<file path="config.mk">
export PLATFORM = sky130hd
export DESIGN_NAME = multiuser_bit_error_counter
export DESIGN_NICKNAME = d
export VERILOG_FILES = /design/src/design/mbec_pkg.sv /design/src/design/mbec_datapath.sv /design/src/design/mbec_ctrl.sv /design/src/design/multiuser_bit_error_counter.sv
export SDC_FILE = /design/constraint.sdc
export NUM_CORES = 2
export LEC_CHECK = 0
export CORE_MARGIN = 2
export CORE_UTILIZATION = 35
export DETAILED_ROUTE_END_ITERATION = 12
export DONT_BUFFER_PORTS = 1
export GPL_TIMING_DRIVEN = 1
export PLACE_DENSITY = 0.53
export SYNTH_ARGS = -nofsm -noshare
export SYNTH_HDL_FRONTEND = slang
export SYNTH_SLANG_ARGS = --single-unit
</file>
<file path="constraint.sdc">
create_clock -name clk -period 7.43 [get_ports clk]
set_input_delay 0.743 -clock clk [delete_from_list [all_inputs] [get_ports clk]]
set_output_delay 0.743 -clock clk [all_outputs]
set_load 0.005 [all_outputs]
</file>
<file path="src/design/mbec_pkg.sv">
// shared types and constants of the multiuser bit error counter
`timescale 1ns / 1ps
package mbec_pkg;

	localparam int MAX_USERS_DEF = 16;
	localparam int WORD_BITS_DEF = 64;

	localparam int USER_W    = 4;
	localparam int TOT_W     = 32;
	localparam int NU_W      = 5;
	localparam int BPU_W     = 7;
	localparam int RI_W      = 16;
	localparam int CFG_W     = 32;
	localparam int CFG_IDX_W = 2;
	localparam int WORD_W    = 64;
	localparam int IN_DATA_W  = 2 * WORD_W;
	localparam int OUT_DATA_W = 40;

	localparam logic [CFG_IDX_W-1:0] REG_NUM_USERS       = 2'd0;
	localparam logic [CFG_IDX_W-1:0] REG_BITS_PER_USER   = 2'd1;
	localparam logic [CFG_IDX_W-1:0] REG_MAX_ERRORS      = 2'd2;
	localparam logic [CFG_IDX_W-1:0] REG_REPORT_INTERVAL = 2'd3;

	localparam logic [NU_W-1:0]  NU_RST  = 5'd1;
	localparam logic [BPU_W-1:0] BPU_RST = 7'd64;
	localparam logic [RI_W-1:0]  RI_RST  = 16'd100;

	typedef struct packed {
		logic accept;
		logic pop;
		logic add;
		logic scan_rd;
		logic close;
		logic emit_rd;
		logic emit_last;
	} cmd_t;

	typedef struct packed {
		logic fend;
	} sts_t;

endpackage

</file>
<file path="src/design/mbec_datapath.sv">
// datapath: config registers, error count, per-user stores, report and result registers
`timescale 1ns / 1ps
module mbec_datapath #(
	parameter int MAX_USERS = mbec_pkg::MAX_USERS_DEF,
	parameter int WORD_BITS = mbec_pkg::WORD_BITS_DEF,
	parameter int AW = (MAX_USERS > 1) ? $clog2(MAX_USERS) : 1,
	parameter int CW = $clog2(MAX_USERS + 1)
) (
	input  logic                              clk,
	input  logic                              arst_n,
	input  logic                              cfg_we,
	input  logic [mbec_pkg::CFG_IDX_W-1:0]    cfg_index,
	input  logic [mbec_pkg::CFG_W-1:0]        cfg_data,
	input  logic [mbec_pkg::USER_W-1:0]       in_user,
	input  logic [mbec_pkg::WORD_W-1:0]       in_ref,
	input  logic [mbec_pkg::WORD_W-1:0]       in_rx,
	input  logic                              in_fend,
	input  mbec_pkg::cmd_t                    cmd,
	input  logic [AW-1:0]                     idx,
	output mbec_pkg::sts_t                    sts,
	output logic [CW-1:0]                     n_eff,
	output logic [mbec_pkg::USER_W-1:0]       out_user,
	output logic [mbec_pkg::TOT_W-1:0]        out_errors,
	output logic                              out_stop,
	output logic                              out_last
);
	import mbec_pkg::*;

	localparam int NL = (WORD_BITS + 7) / 8;
	localparam int PW = $clog2(NL * 8 + 1);

	logic [NU_W-1:0]  nu_q;
	logic [BPU_W-1:0] bpu_q;
	logic [TOT_W-1:0] max_q;
	logic [RI_W-1:0]  ri_q;
	logic [RI_W-1:0]  frm_q;
	logic             below_q;
	logic             stop_q;

	logic [TOT_W-1:0] tot_mem [MAX_USERS];
	logic [TOT_W-1:0] rep_mem [MAX_USERS];
	logic [TOT_W-1:0] int_mem [MAX_USERS];
	logic [MAX_USERS-1:0] tot_v_q;
	logic [MAX_USERS-1:0] rep_v_q;
	logic [MAX_USERS-1:0] int_v_q;

	logic [NL*8-1:0]  diff;
	logic [NL*8-1:0]  diff_s1;
	logic [AW-1:0]    user_s1;
	logic             upd_s1;
	logic             fend_s1;
	logic [3:0]       lane_s2 [NL];
	logic [3:0]       lane_cnt [NL];
	logic [PW-1:0]    sum;
	logic [BPU_W-1:0] bits_sat;

	logic [AW-1:0]    tot_raddr;
	logic             tot_ren;
	logic [TOT_W-1:0] tot_rd_q;
	logic             tot_rv_q;
	logic [TOT_W-1:0] rep_rd_q;
	logic             rep_rv_q;
	logic [TOT_W-1:0] int_rd_q;
	logic             int_rv_q;
	logic [TOT_W-1:0] tot_val;
	logic [TOT_W-1:0] rep_val;

	logic             scan_v_s1;
	logic [AW-1:0]    scan_idx_s1;
	logic             hit;
	logic             rep_we;
	logic             tot_we;
	logic [USER_W-1:0] out_user_q;
	logic             out_last_q;

	// configuration registers
	always_ff @(posedge clk or negedge arst_n) begin
		if (!arst_n) begin
			nu_q  <= NU_RST;
			bpu_q <= BPU_RST;
			max_q <= '0;
			ri_q  <= RI_RST;
		end else if (cfg_we) begin
			case (cfg_index)
				REG_NUM_USERS:       nu_q  <= cfg_data[NU_W-1:0];
				REG_BITS_PER_USER:   bpu_q <= cfg_data[BPU_W-1:0];
				REG_MAX_ERRORS:      max_q <= cfg_data[TOT_W-1:0];
				REG_REPORT_INTERVAL: ri_q  <= cfg_data[RI_W-1:0];
				default: ;
			endcase
		end
	end

	always_comb begin
		if (nu_q == '0) begin
			n_eff = CW'(1);
		end else if (32'(nu_q) > MAX_USERS) begin
			n_eff = CW'(MAX_USERS);
		end else begin
			n_eff = CW'(nu_q);
		end
		if (32'(bpu_q) > WORD_BITS) begin
			bits_sat = BPU_W'(WORD_BITS);
		end else begin
			bits_sat = bpu_q;
		end
	end

	// masked difference of the compared bits
	always_comb begin
		diff = '0;
		for (int j = 0; j < WORD_BITS; j++) begin
			diff[j] = (in_ref[j] ^ in_rx[j]) & (BPU_W'(j) < bits_sat);
		end
	end

	always_ff @(posedge clk or negedge arst_n) begin
		if (!arst_n) begin
			upd_s1  <= 1'b0;
			fend_s1 <= 1'b0;
		end else if (cmd.accept) begin
			upd_s1  <= ({28'd0, in_user} < 32'(MAX_USERS));
			fend_s1 <= in_fend;
		end
	end

	always_ff @(posedge clk) begin
		if (cmd.accept) begin
			diff_s1 <= diff;
			user_s1 <= AW'(in_user);
		end
	end

	assign sts.fend = fend_s1;

	// per-byte ones count, then lane sum
	always_comb begin
		for (int l = 0; l < NL; l++) begin
			lane_cnt[l] = '0;
			for (int b = 0; b < 8; b++) begin
				lane_cnt[l] = lane_cnt[l] + 4'(diff_s1[l*8+b]);
			end
		end
	end

	always_ff @(posedge clk) begin
		if (cmd.pop) begin
			for (int l = 0; l < NL; l++) begin
				lane_s2[l] <= lane_cnt[l];
			end
		end
	end

	always_comb begin
		sum = '0;
		for (int l = 0; l < NL; l++) begin
			sum = sum + PW'(lane_s2[l]);
		end
	end

	// error total store
	assign tot_ren   = cmd.accept | cmd.scan_rd;
	assign tot_raddr = cmd.accept ? AW'(in_user) : idx;
	assign tot_val   = tot_rv_q ? tot_rd_q : '0;
	assign rep_val   = rep_rv_q ? rep_rd_q : '0;
	assign tot_we    = cmd.add & upd_s1;
	assign hit       = (frm_q == ri_q);
	assign rep_we    = scan_v_s1 & hit;

	always_ff @(posedge clk) begin
		if (tot_ren) begin
			tot_rd_q <= tot_mem[tot_raddr];
		end
		if (tot_we) begin
			tot_mem[user_s1] <= tot_val + TOT_W'(sum);
		end
	end

	always_ff @(posedge clk) begin
		if (cmd.scan_rd) begin
			rep_rd_q <= rep_mem[idx];
		end
		if (rep_we) begin
			rep_mem[scan_idx_s1] <= tot_val;
		end
	end

	always_ff @(posedge clk) begin
		if (cmd.emit_rd) begin
			int_rd_q <= int_mem[idx];
		end
		if (rep_we) begin
			int_mem[scan_idx_s1] <= tot_val - rep_val;
		end
	end

	always_ff @(posedge clk or negedge arst_n) begin
		if (!arst_n) begin
			tot_v_q  <= '0;
			rep_v_q  <= '0;
			int_v_q  <= '0;
			tot_rv_q <= 1'b0;
			rep_rv_q <= 1'b0;
			int_rv_q <= 1'b0;
		end else begin
			if (tot_ren) begin
				tot_rv_q <= tot_v_q[tot_raddr];
			end
			if (cmd.scan_rd) begin
				rep_rv_q <= rep_v_q[idx];
			end
			if (cmd.emit_rd) begin
				int_rv_q <= int_v_q[idx];
			end
			if (tot_we) begin
				tot_v_q[user_s1] <= 1'b1;
			end
			if (rep_we) begin
				rep_v_q[scan_idx_s1] <= 1'b1;
				int_v_q[scan_idx_s1] <= 1'b1;
			end
		end
	end

	// frame close: stop check, report refresh, frame counter
	always_ff @(posedge clk or negedge arst_n) begin
		if (!arst_n) begin
			scan_v_s1 <= 1'b0;
			below_q   <= 1'b0;
			stop_q    <= 1'b0;
			frm_q     <= '0;
		end else begin
			scan_v_s1 <= cmd.scan_rd;
			if (cmd.add) begin
				below_q <= 1'b0;
			end else if (scan_v_s1 && (CW'(scan_idx_s1) < n_eff) && (tot_val < max_q)) begin
				below_q <= 1'b1;
			end
			if (cmd.close) begin
				stop_q <= (max_q != '0) & ~below_q;
				frm_q  <= hit ? RI_W'(1) : frm_q + RI_W'(1);
			end
		end
	end

	always_ff @(posedge clk) begin
		if (cmd.scan_rd) begin
			scan_idx_s1 <= idx;
		end
		if (cmd.emit_rd) begin
			out_user_q <= USER_W'(idx);
			out_last_q <= cmd.emit_last;
		end
	end

	assign out_user   = out_user_q;
	assign out_errors = int_rv_q ? int_rd_q : '0;
	assign out_stop   = stop_q;
	assign out_last   = out_last_q;

endmodule

</file>
<file path="src/design/mbec_ctrl.sv">
// controller: item sequencing, frame close scan and result emission
`timescale 1ns / 1ps
module mbec_ctrl #(
	parameter int MAX_USERS = mbec_pkg::MAX_USERS_DEF,
	parameter int AW = (MAX_USERS > 1) ? $clog2(MAX_USERS) : 1,
	parameter int CW = $clog2(MAX_USERS + 1)
) (
	input  logic            clk,
	input  logic            arst_n,
	input  logic            in_valid,
	output logic            in_ready,
	output logic            out_valid,
	input  logic            out_ready,
	input  mbec_pkg::sts_t  sts,
	input  logic [CW-1:0]   n_eff,
	output mbec_pkg::cmd_t  cmd,
	output logic [AW-1:0]   idx
);
	import mbec_pkg::*;

	localparam logic [AW-1:0] LAST_IDX = AW'(MAX_USERS - 1);

	typedef enum logic [7:0] {
		S_IDLE     = 8'b0000_0001,
		S_POP      = 8'b0000_0010,
		S_ADD      = 8'b0000_0100,
		S_SCAN     = 8'b0000_1000,
		S_DRAIN    = 8'b0001_0000,
		S_CLOSE    = 8'b0010_0000,
		S_EMIT_RD  = 8'b0100_0000,
		S_EMIT_OUT = 8'b1000_0000
	} state_t;

	state_t        state_q;
	state_t        state_d;
	logic [AW-1:0] cnt_q;
	logic [AW-1:0] cnt_d;
	logic          emit_last;

	assign emit_last = (CW'(cnt_q) == n_eff - CW'(1));
	assign idx       = cnt_q;

	always_comb begin
		state_d   = state_q;
		cnt_d     = cnt_q;
		cmd       = '0;
		in_ready  = 1'b0;
		out_valid = 1'b0;
		case (state_q)
			S_IDLE: begin
				in_ready   = 1'b1;
				cmd.accept = in_valid;
				if (in_valid) begin
					state_d = S_POP;
				end
			end
			S_POP: begin
				cmd.pop = 1'b1;
				state_d = S_ADD;
			end
			S_ADD: begin
				cmd.add = 1'b1;
				cnt_d   = '0;
				state_d = sts.fend ? S_SCAN : S_IDLE;
			end
			S_SCAN: begin
				cmd.scan_rd = 1'b1;
				if (cnt_q == LAST_IDX) begin
					state_d = S_DRAIN;
				end else begin
					cnt_d = cnt_q + AW'(1);
				end
			end
			S_DRAIN: begin
				state_d = S_CLOSE;
			end
			S_CLOSE: begin
				cmd.close = 1'b1;
				cnt_d     = '0;
				state_d   = S_EMIT_RD;
			end
			S_EMIT_RD: begin
				cmd.emit_rd   = 1'b1;
				cmd.emit_last = emit_last;
				state_d       = S_EMIT_OUT;
			end
			S_EMIT_OUT: begin
				out_valid = 1'b1;
				if (out_ready) begin
					if (emit_last) begin
						state_d = S_IDLE;
					end else begin
						cnt_d   = cnt_q + AW'(1);
						state_d = S_EMIT_RD;
					end
				end
			end
			default: begin
				state_d = S_IDLE;
			end
		endcase
	end

	always_ff @(posedge clk or negedge arst_n) begin
		if (!arst_n) begin
			state_q <= S_IDLE;
			cnt_q   <= '0;
		end else begin
			state_q <= state_d;
			cnt_q   <= cnt_d;
		end
	end

	a_no_overlap: assert property (@(posedge clk) disable iff (!arst_n)
		!(in_ready && out_valid))
		else $error("input taken while a result is pending");

	a_accept_pop: assert property (@(posedge clk) disable iff (!arst_n)
		(in_valid && in_ready) |=> (state_q == S_POP))
		else $error("accepted beat not followed by count stage");

	a_last_idle: assert property (@(posedge clk) disable iff (!arst_n)
		(out_valid && out_ready && emit_last) |=> (state_q == S_IDLE && in_ready))
		else $error("final result not followed by idle");

	a_emit_range: assert property (@(posedge clk) disable iff (!arst_n)
		out_valid |-> (CW'(cnt_q) < n_eff))
		else $error("result index beyond active users");

endmodule

</file>
<file path="src/design/multiuser_bit_error_counter.sv">
// top level of the multiuser bit error counter
//
// Input stream (s_axis): one beat per user word, tuser = user index, tdata = reference
// word (bits 63:0) and received word (bits 127:64), tlast = end of frame.
// Output stream (m_axis): one beat per active user after each frame end, tuser = user
// index, tdata = interval error count (31:0) and stop flag (32), tlast on the final user.
// Config port: cfg_we writes cfg_data into register cfg_index (0 num_users, 1 bits_per_user,
// 2 max_errors, 3 report_interval); write only while the block is idle.
// Each input beat passes a word compare, a per-byte ones count and an add into the
// single-port per-user total store. A frame end adds a close pass that walks the
// MAX_USERS entries of the stores one per cycle, then a drain step and a close step;
// each result then takes a store read and an output beat, and waits on any receiver
// stall. s_axis_tready is low from an accepted beat until its work and any result burst
// are done. A stalled result holds m_axis_tdata, tuser and tlast until taken. Reset
// clears all totals, snapshots, interval counts, the frame counter and the stop flag,
// and loads the register defaults.
`timescale 1ns / 1ps
module multiuser_bit_error_counter #(
	parameter int MAX_USERS = mbec_pkg::MAX_USERS_DEF,
	parameter int WORD_BITS = mbec_pkg::WORD_BITS_DEF
) (
	input  logic                              clk,
	input  logic                              arst_n,
	input  logic                              s_axis_tvalid,
	output logic                              s_axis_tready,
	input  logic [mbec_pkg::IN_DATA_W-1:0]    s_axis_tdata,  // ref_word, rx_word
	input  logic [mbec_pkg::USER_W-1:0]       s_axis_tuser,  // user
	input  logic                              s_axis_tlast,
	output logic                              m_axis_tvalid,
	input  logic                              m_axis_tready,
	output logic [mbec_pkg::OUT_DATA_W-1:0]   m_axis_tdata,  // interval_errors, stop, zero pad
	output logic [mbec_pkg::USER_W-1:0]       m_axis_tuser,  // out_user
	output logic                              m_axis_tlast,
	input  logic                              cfg_we,
	input  logic [mbec_pkg::CFG_IDX_W-1:0]    cfg_index,
	input  logic [mbec_pkg::CFG_W-1:0]        cfg_data
);
	import mbec_pkg::*;

	localparam int AW = (MAX_USERS > 1) ? $clog2(MAX_USERS) : 1;
	localparam int CW = $clog2(MAX_USERS + 1);

	cmd_t             cmd;
	sts_t             sts;
	logic [AW-1:0]    idx;
	logic [CW-1:0]    n_eff;
	logic [TOT_W-1:0] out_errors;
	logic             out_stop;

	mbec_ctrl #(
		.MAX_USERS (MAX_USERS),
		.AW        (AW),
		.CW        (CW)
	) u_ctrl (
		.clk       (clk),
		.arst_n    (arst_n),
		.in_valid  (s_axis_tvalid),
		.in_ready  (s_axis_tready),
		.out_valid (m_axis_tvalid),
		.out_ready (m_axis_tready),
		.sts       (sts),
		.n_eff     (n_eff),
		.cmd       (cmd),
		.idx       (idx)
	);

	mbec_datapath #(
		.MAX_USERS (MAX_USERS),
		.WORD_BITS (WORD_BITS),
		.AW        (AW),
		.CW        (CW)
	) u_datapath (
		.clk        (clk),
		.arst_n     (arst_n),
		.cfg_we     (cfg_we),
		.cfg_index  (cfg_index),
		.cfg_data   (cfg_data),
		.in_user    (s_axis_tuser),
		.in_ref     (s_axis_tdata[WORD_W-1:0]),
		.in_rx      (s_axis_tdata[IN_DATA_W-1:WORD_W]),
		.in_fend    (s_axis_tlast),
		.cmd        (cmd),
		.idx        (idx),
		.sts        (sts),
		.n_eff      (n_eff),
		.out_user   (m_axis_tuser),
		.out_errors (out_errors),
		.out_stop   (out_stop),
		.out_last   (m_axis_tlast)
	);

	assign m_axis_tdata = {(OUT_DATA_W - TOT_W - 1)'(0), out_stop, out_errors};

endmodule

</file>
==> tab_implementation.tex <==
\begin{tabular}{lr}
\hline
Metric & Value \\
\hline
\multicolumn{2}{l}{\textbf{Layout}} \\
Fraction of layout cells with a size suffix above 1 & 23.34\% \\
Most common library cell in the layout ignoring fill and taps & sky130\_fd\_sc\_hd\_\_edfxtp\_1 \\
NumNets Final & 4468 \\
Highest-count cells in the layout ignoring fill and taps & 1741 x sky130\_fd\_sc\_hd\_\_edfxtp\_1, 457 x sky130\_fd\_sc\_hd\_\_mux4\_2, 196 x sky130\_fd\_sc\_hd\_\_clkbuf\_16 \\
Synth-to-Final Area Change & 12.96\% \\
Final Cell Area & 87540 um2 \\
\multicolumn{2}{l}{\textbf{Global route}} \\
Via count of the first global-routing pass & between 30000 and 40000 \\
Grt ovf & 0 \\
Wire length of the first global-routing pass & 281400 um \\
Largest net degree at the start of global routing & 145 \\
Initial antenna violation count & 9 \\
Total routing resource utilization after global routing & 17.23\% \\
\multicolumn{2}{l}{\textbf{Timing}} \\
Finish-stage setup viols & 0 \\
Portion of the clock cycle consumed by the worst path in the final layout & a little over 90\% \\
Total Negative Setup Slacks & 0 ns \\
Total count of max-transition violations in the final report & 0 \\
Post-layout worst setup margin & 0.5572 ns \\
Slew HR & 14.08\% \\
Max Freq & roughly 0.15 GHz \\
Time the final worst path needs with I/O delays and setup & 6.873 ns \\
Hold Violations, Final & 0 \\
Skew final & between 0.03 and 0.04 ns \\
Setup repair after global routing missed its margin & no \\
Worst Tran Pin Value & approximately 1.3 ns \\
\multicolumn{2}{l}{\textbf{Routing}} \\
Count of antenna-violating nets left after detailed routing & 0 \\
Number of vias after detailed routing & approximately 38000 \\
First-pass iteration count of the detailed router & 5 \\
Starting DRC count in detailed routing & 3440 \\
Routed length per instance & about 27 um \\
Via-to-Cell Ratio & 5.247 \\
Post-Route WL & between 150000 and 200000 um \\
Remaining design rule violation count & 0 \\
\multicolumn{2}{l}{\textbf{Synthesis}} \\
Largest family of logic cells by synthesized area & multiplexers \\
Number of instances in the synthesized netlist & 3972 \\
Post-synthesis mux area share & 14.37\% \\
Proportion of synthesized chip area in sequential cells & 72.12\% \\
Netlist area before placement & $\sim$77000 um2 \\
Syn. warnings & 0 \\
Most used flip-flop cell after synthesis & sky130\_fd\_sc\_hd\_\_edfxtp\_1 \\
Post-Synth Adder-Cell Area & 3.210\% \\
Xor/xnor share of the synthesized area & 1.760\% \\
Synth Area in Compound Gates & between 2 and 3\% \\
Post-synthesis async set-or-reset flop share & between 7 and 8\% \\
Count of cell types in the netlist & 80 \\
Synthesized flop and latch total & 1885 \\
Area share of and/or/nand/nor cells after synthesis & 3.802\% \\
Post-synth EDFFs & 1741 \\
Mapped Avg Cell Area & 19.51 um2 \\
\multicolumn{2}{l}{\textbf{Min path}} \\
Number of cells traversed by the worst hold path & 2 \\
Path type of the worst min-delay path & in -> reg \\
\multicolumn{2}{l}{\textbf{Floorplan}} \\
IO Count & 219 \\
Initial core utilization & 35.24\% \\
Horizontal extent of the die & 474.6 um \\
Number of placement rows & roughly 170 \\
Die Span Y & 474.6 um \\
Core outline area & 219900 um2 \\
Die area & 225200 um2 \\
\multicolumn{2}{l}{\textbf{Power and ir drop}} \\
Clock network fraction of total power & 22.1\% \\
Sequential group share of total power & 41.2\% \\
Power per cell area & 468.4 nW/um2 \\
Internal cell power & about 27 mW \\
Sw frac & 34.06\% \\
Sum of internal, switching and leakage power & about 41 mW \\
Static leakage & 29.09 nW \\
Share of total power in combinational logic & 36.6\% \\
IR drop worst, VDD & 0.0008347 V \\
Power spent charging and discharging nets & between 10 and 15 mW \\
\multicolumn{2}{l}{\textbf{Place}} \\
Routability-driven placement congestion ratio & 0.8160 \\
Half-perimeter wire length after placement & between 100000 and 150000 um \\
Port Buffer Count & 0 \\
Instance area after placement & 81650 um2 \\
Minimum setup slack after placement & 0.4386 ns \\
\multicolumn{2}{l}{\textbf{Worst setup path}} \\
Crit Path Class & reg -> reg \\
Maximum fanout count along the critical path & 16 \\
Element type at the critical path end & flop \\
Nature of the critical path startpoint & flop \\
Path depth of the worst reg2reg path & 23 \\
Endpoint arrival time on the critical path & 7.31 ns \\
Critical path data required time & 7.86 ns \\
\multicolumn{2}{l}{\textbf{CTS}} \\
Number of buffers created by CTS & 189 \\
Clk root buf & sky130\_fd\_sc\_hd\_\_clkbuf\_16 \\
Clock insertion delay at the later pin of the skew report & 0.81 ns \\
CTS tree & built \\
Total number of H-tree levels & 4 \\
Number of post-CTS setup repair buffers & 0 \\
Clock-pin slew on the worst setup and hold paths & $\sim$0.060 ns \\
Sink Count & 1885 \\
Buffer depth of the longest clock path & 3 \\
\multicolumn{2}{l}{\textbf{Run}} \\
Maximum Capacitance Violations & 0 \\
\multicolumn{2}{l}{\textbf{Outcome}} \\
Result of the run & completed \\
\hline
\end{tabular}
-- power by group through the flow --
stage	clock [mW]	combinational (mW)	sequential, mW
global route	9.70	16.6	16.9
detailed placement	0	15.1	17.1
finish	9.08	15.0	16.9
CTS	9.29	15.2	16.9
floorplan	0	10.3	17.0
global placement	0	15.1	17.2
-- metal layers --
metal,GRT usage [%],vias up,routed length (um)
met5,0,-,0
met4,3.765,0,3670
met3,2.576,233,8808
met2,28.68,957,97040
met1,23.98,20590,85300
li1,-,16190,-
-- repair_timing --
action / 4_1_cts / 5_1_grt
endpoints found under the setup margin: 0 / 32
resized for setup: 0 / 2
hold buffers: 7 / 0
endpoints found under the hold margin: 149 / 0
-- synth_stat cells, types with 19 or more instances --
library cell	n	area [um2]
sky130_fd_sc_hd__a211oi_1	34	255.2
sky130_fd_sc_hd__a21o_1	23	172.7
sky130_fd_sc_hd__a21oi_1	78	390.4
sky130_fd_sc_hd__a22oi_1	64	480.5
sky130_fd_sc_hd__and2_1	65	406.6
sky130_fd_sc_hd__buf_1	20	75.07
sky130_fd_sc_hd__buf_2	41	205.2
sky130_fd_sc_hd__clkbuf_1	76	285.3
sky130_fd_sc_hd__dfrtp_1	138	3453
sky130_fd_sc_hd__edfxtp_1	1741	52280
sky130_fd_sc_hd__fa_1	53	1061
sky130_fd_sc_hd__ha_1	114	1426
sky130_fd_sc_hd__inv_1	189	709.4
sky130_fd_sc_hd__mux2_2	62	698.2
sky130_fd_sc_hd__mux4_2	457	10290
sky130_fd_sc_hd__nand2_1	146	548.0
sky130_fd_sc_hd__nand2b_1	28	175.2
sky130_fd_sc_hd__nand3_1	28	140.1
sky130_fd_sc_hd__nand4_1	21	131.4
sky130_fd_sc_hd__nor2_1	96	360.4
sky130_fd_sc_hd__nor2b_1	19	118.9
sky130_fd_sc_hd__nor3_1	36	180.2
sky130_fd_sc_hd__nor4_1	20	125.1
sky130_fd_sc_hd__o21ai_0	44	220.2
sky130_fd_sc_hd__or2_2	46	287.8
sky130_fd_sc_hd__xnor2_1	122	1069
sky130_fd_sc_hd__xor2_1	31	271.5
-- through the flow --
stage               utilization (%)  std cells  hold WS, ns
floorplan                         -       3978       0.4287
global placement              37.12       6889       0.4460
detailed placement            37.12       6889       0.4493
CTS                           39.79       7234     0.009179
global route                  39.80       7234      0.03379
finish                        39.80       7235      0.07126
-- critical path, stage by stage (launching register included) --
cell,delay [ns]
sky130_fd_sc_hd__edfxtp_1,0.36
sky130_fd_sc_hd__ha_1,0.25
sky130_fd_sc_hd__fa_1,0.41
sky130_fd_sc_hd__xor2_1,0.19
sky130_fd_sc_hd__fa_1,0.48
sky130_fd_sc_hd__inv_1,0.05
sky130_fd_sc_hd__fa_1,0.50
sky130_fd_sc_hd__fa_1,0.55
sky130_fd_sc_hd__inv_1,0.05
sky130_fd_sc_hd__fa_1,0.53
sky130_fd_sc_hd__inv_1,0.06
sky130_fd_sc_hd__fa_1,0.54
sky130_fd_sc_hd__inv_1,0.04
sky130_fd_sc_hd__ha_1,0.30
sky130_fd_sc_hd__a21o_1,0.17
sky130_fd_sc_hd__a21oi_1,0.23
sky130_fd_sc_hd__o21ai_0,0.11
sky130_fd_sc_hd__a21oi_1,0.25
sky130_fd_sc_hd__o21bai_1,0.09
sky130_fd_sc_hd__buf_4,0.16
sky130_fd_sc_hd__nand2_1,0.11
sky130_fd_sc_hd__buf_4,0.16
sky130_fd_sc_hd__nor3_1,0.06
sky130_fd_sc_hd__xor2_1,0.84
-- logic make-up after synthesis --
family                   count (synthesis)
AO/OA/AOI/OAI                          319
XOR/XNOR                               154
adder cells (fa/ha/maj)                167
buffers and inverters                  353
flip-flops                            1885
multiplexers                           531
other                                    1
AND/OR/NAND/NOR                        562
-- registers in the layout, summed over array words and instances (netlist names), 7 cells and up --
register and count:
u_datapath.int_mem 512, u_datapath.rep_mem 512, u_datapath.tot_mem 512, u_datapath.diff_s1 64
u_datapath.int_rd_q 32, u_datapath.lane_s2 32, u_datapath.max_q 32, u_datapath.rep_rd_q 32
u_datapath.tot_rd_q 32, u_datapath.frm_q 16, u_datapath.int_v_q 16, u_datapath.rep_v_q 16
u_datapath.ri_q 16, u_datapath.tot_v_q 16, u_ctrl.state_q 8, u_datapath.bpu_q 7
-- cell type report --
cell class | instances | area [um2]
Timing Repair Buffer | 124 | 1066
Clock inverter | 93 | 666.9
Inverter | 189 | 720.7
Sequential cell | 1885 | 55910
Antenna cell | 1 | 2.502
Fill cell | 19770 | 132400
Tap cell | 2958 | 3701
Clock buffer | 245 | 5109
Multi-Input combinational cell | 1740 | 20370
-- final timing paths --
kind                                                    start                             endpoint  slack (ns)
setup / recovery           u_datapath.lane_s2[0][0]$_DFFE_PP_  u_datapath.tot_mem[8][20]$_DFFE_PP_        0.56
hold reg to reg            u_datapath.rep_v_q[14]$_DFFE_PN0P_   u_datapath.rep_v_q[14]$_DFFE_PN0P_        0.46
setup reg to reg           u_datapath.lane_s2[0][0]$_DFFE_PP_  u_datapath.tot_mem[8][20]$_DFFE_PP_        0.56
min in group asynchronous                              arst_n   u_datapath.int_v_q[12]$_DFFE_PN0P_        0.56
hold / removal                                    cfg_data[3]       u_datapath.nu_q[3]$_DFFE_PN0P_        0.07
max in group asynchronous                              arst_n            u_ctrl.idx[0]$_DFFE_PN0P_        6.15
Note: power is estimated with default switching activity, not from simulation.
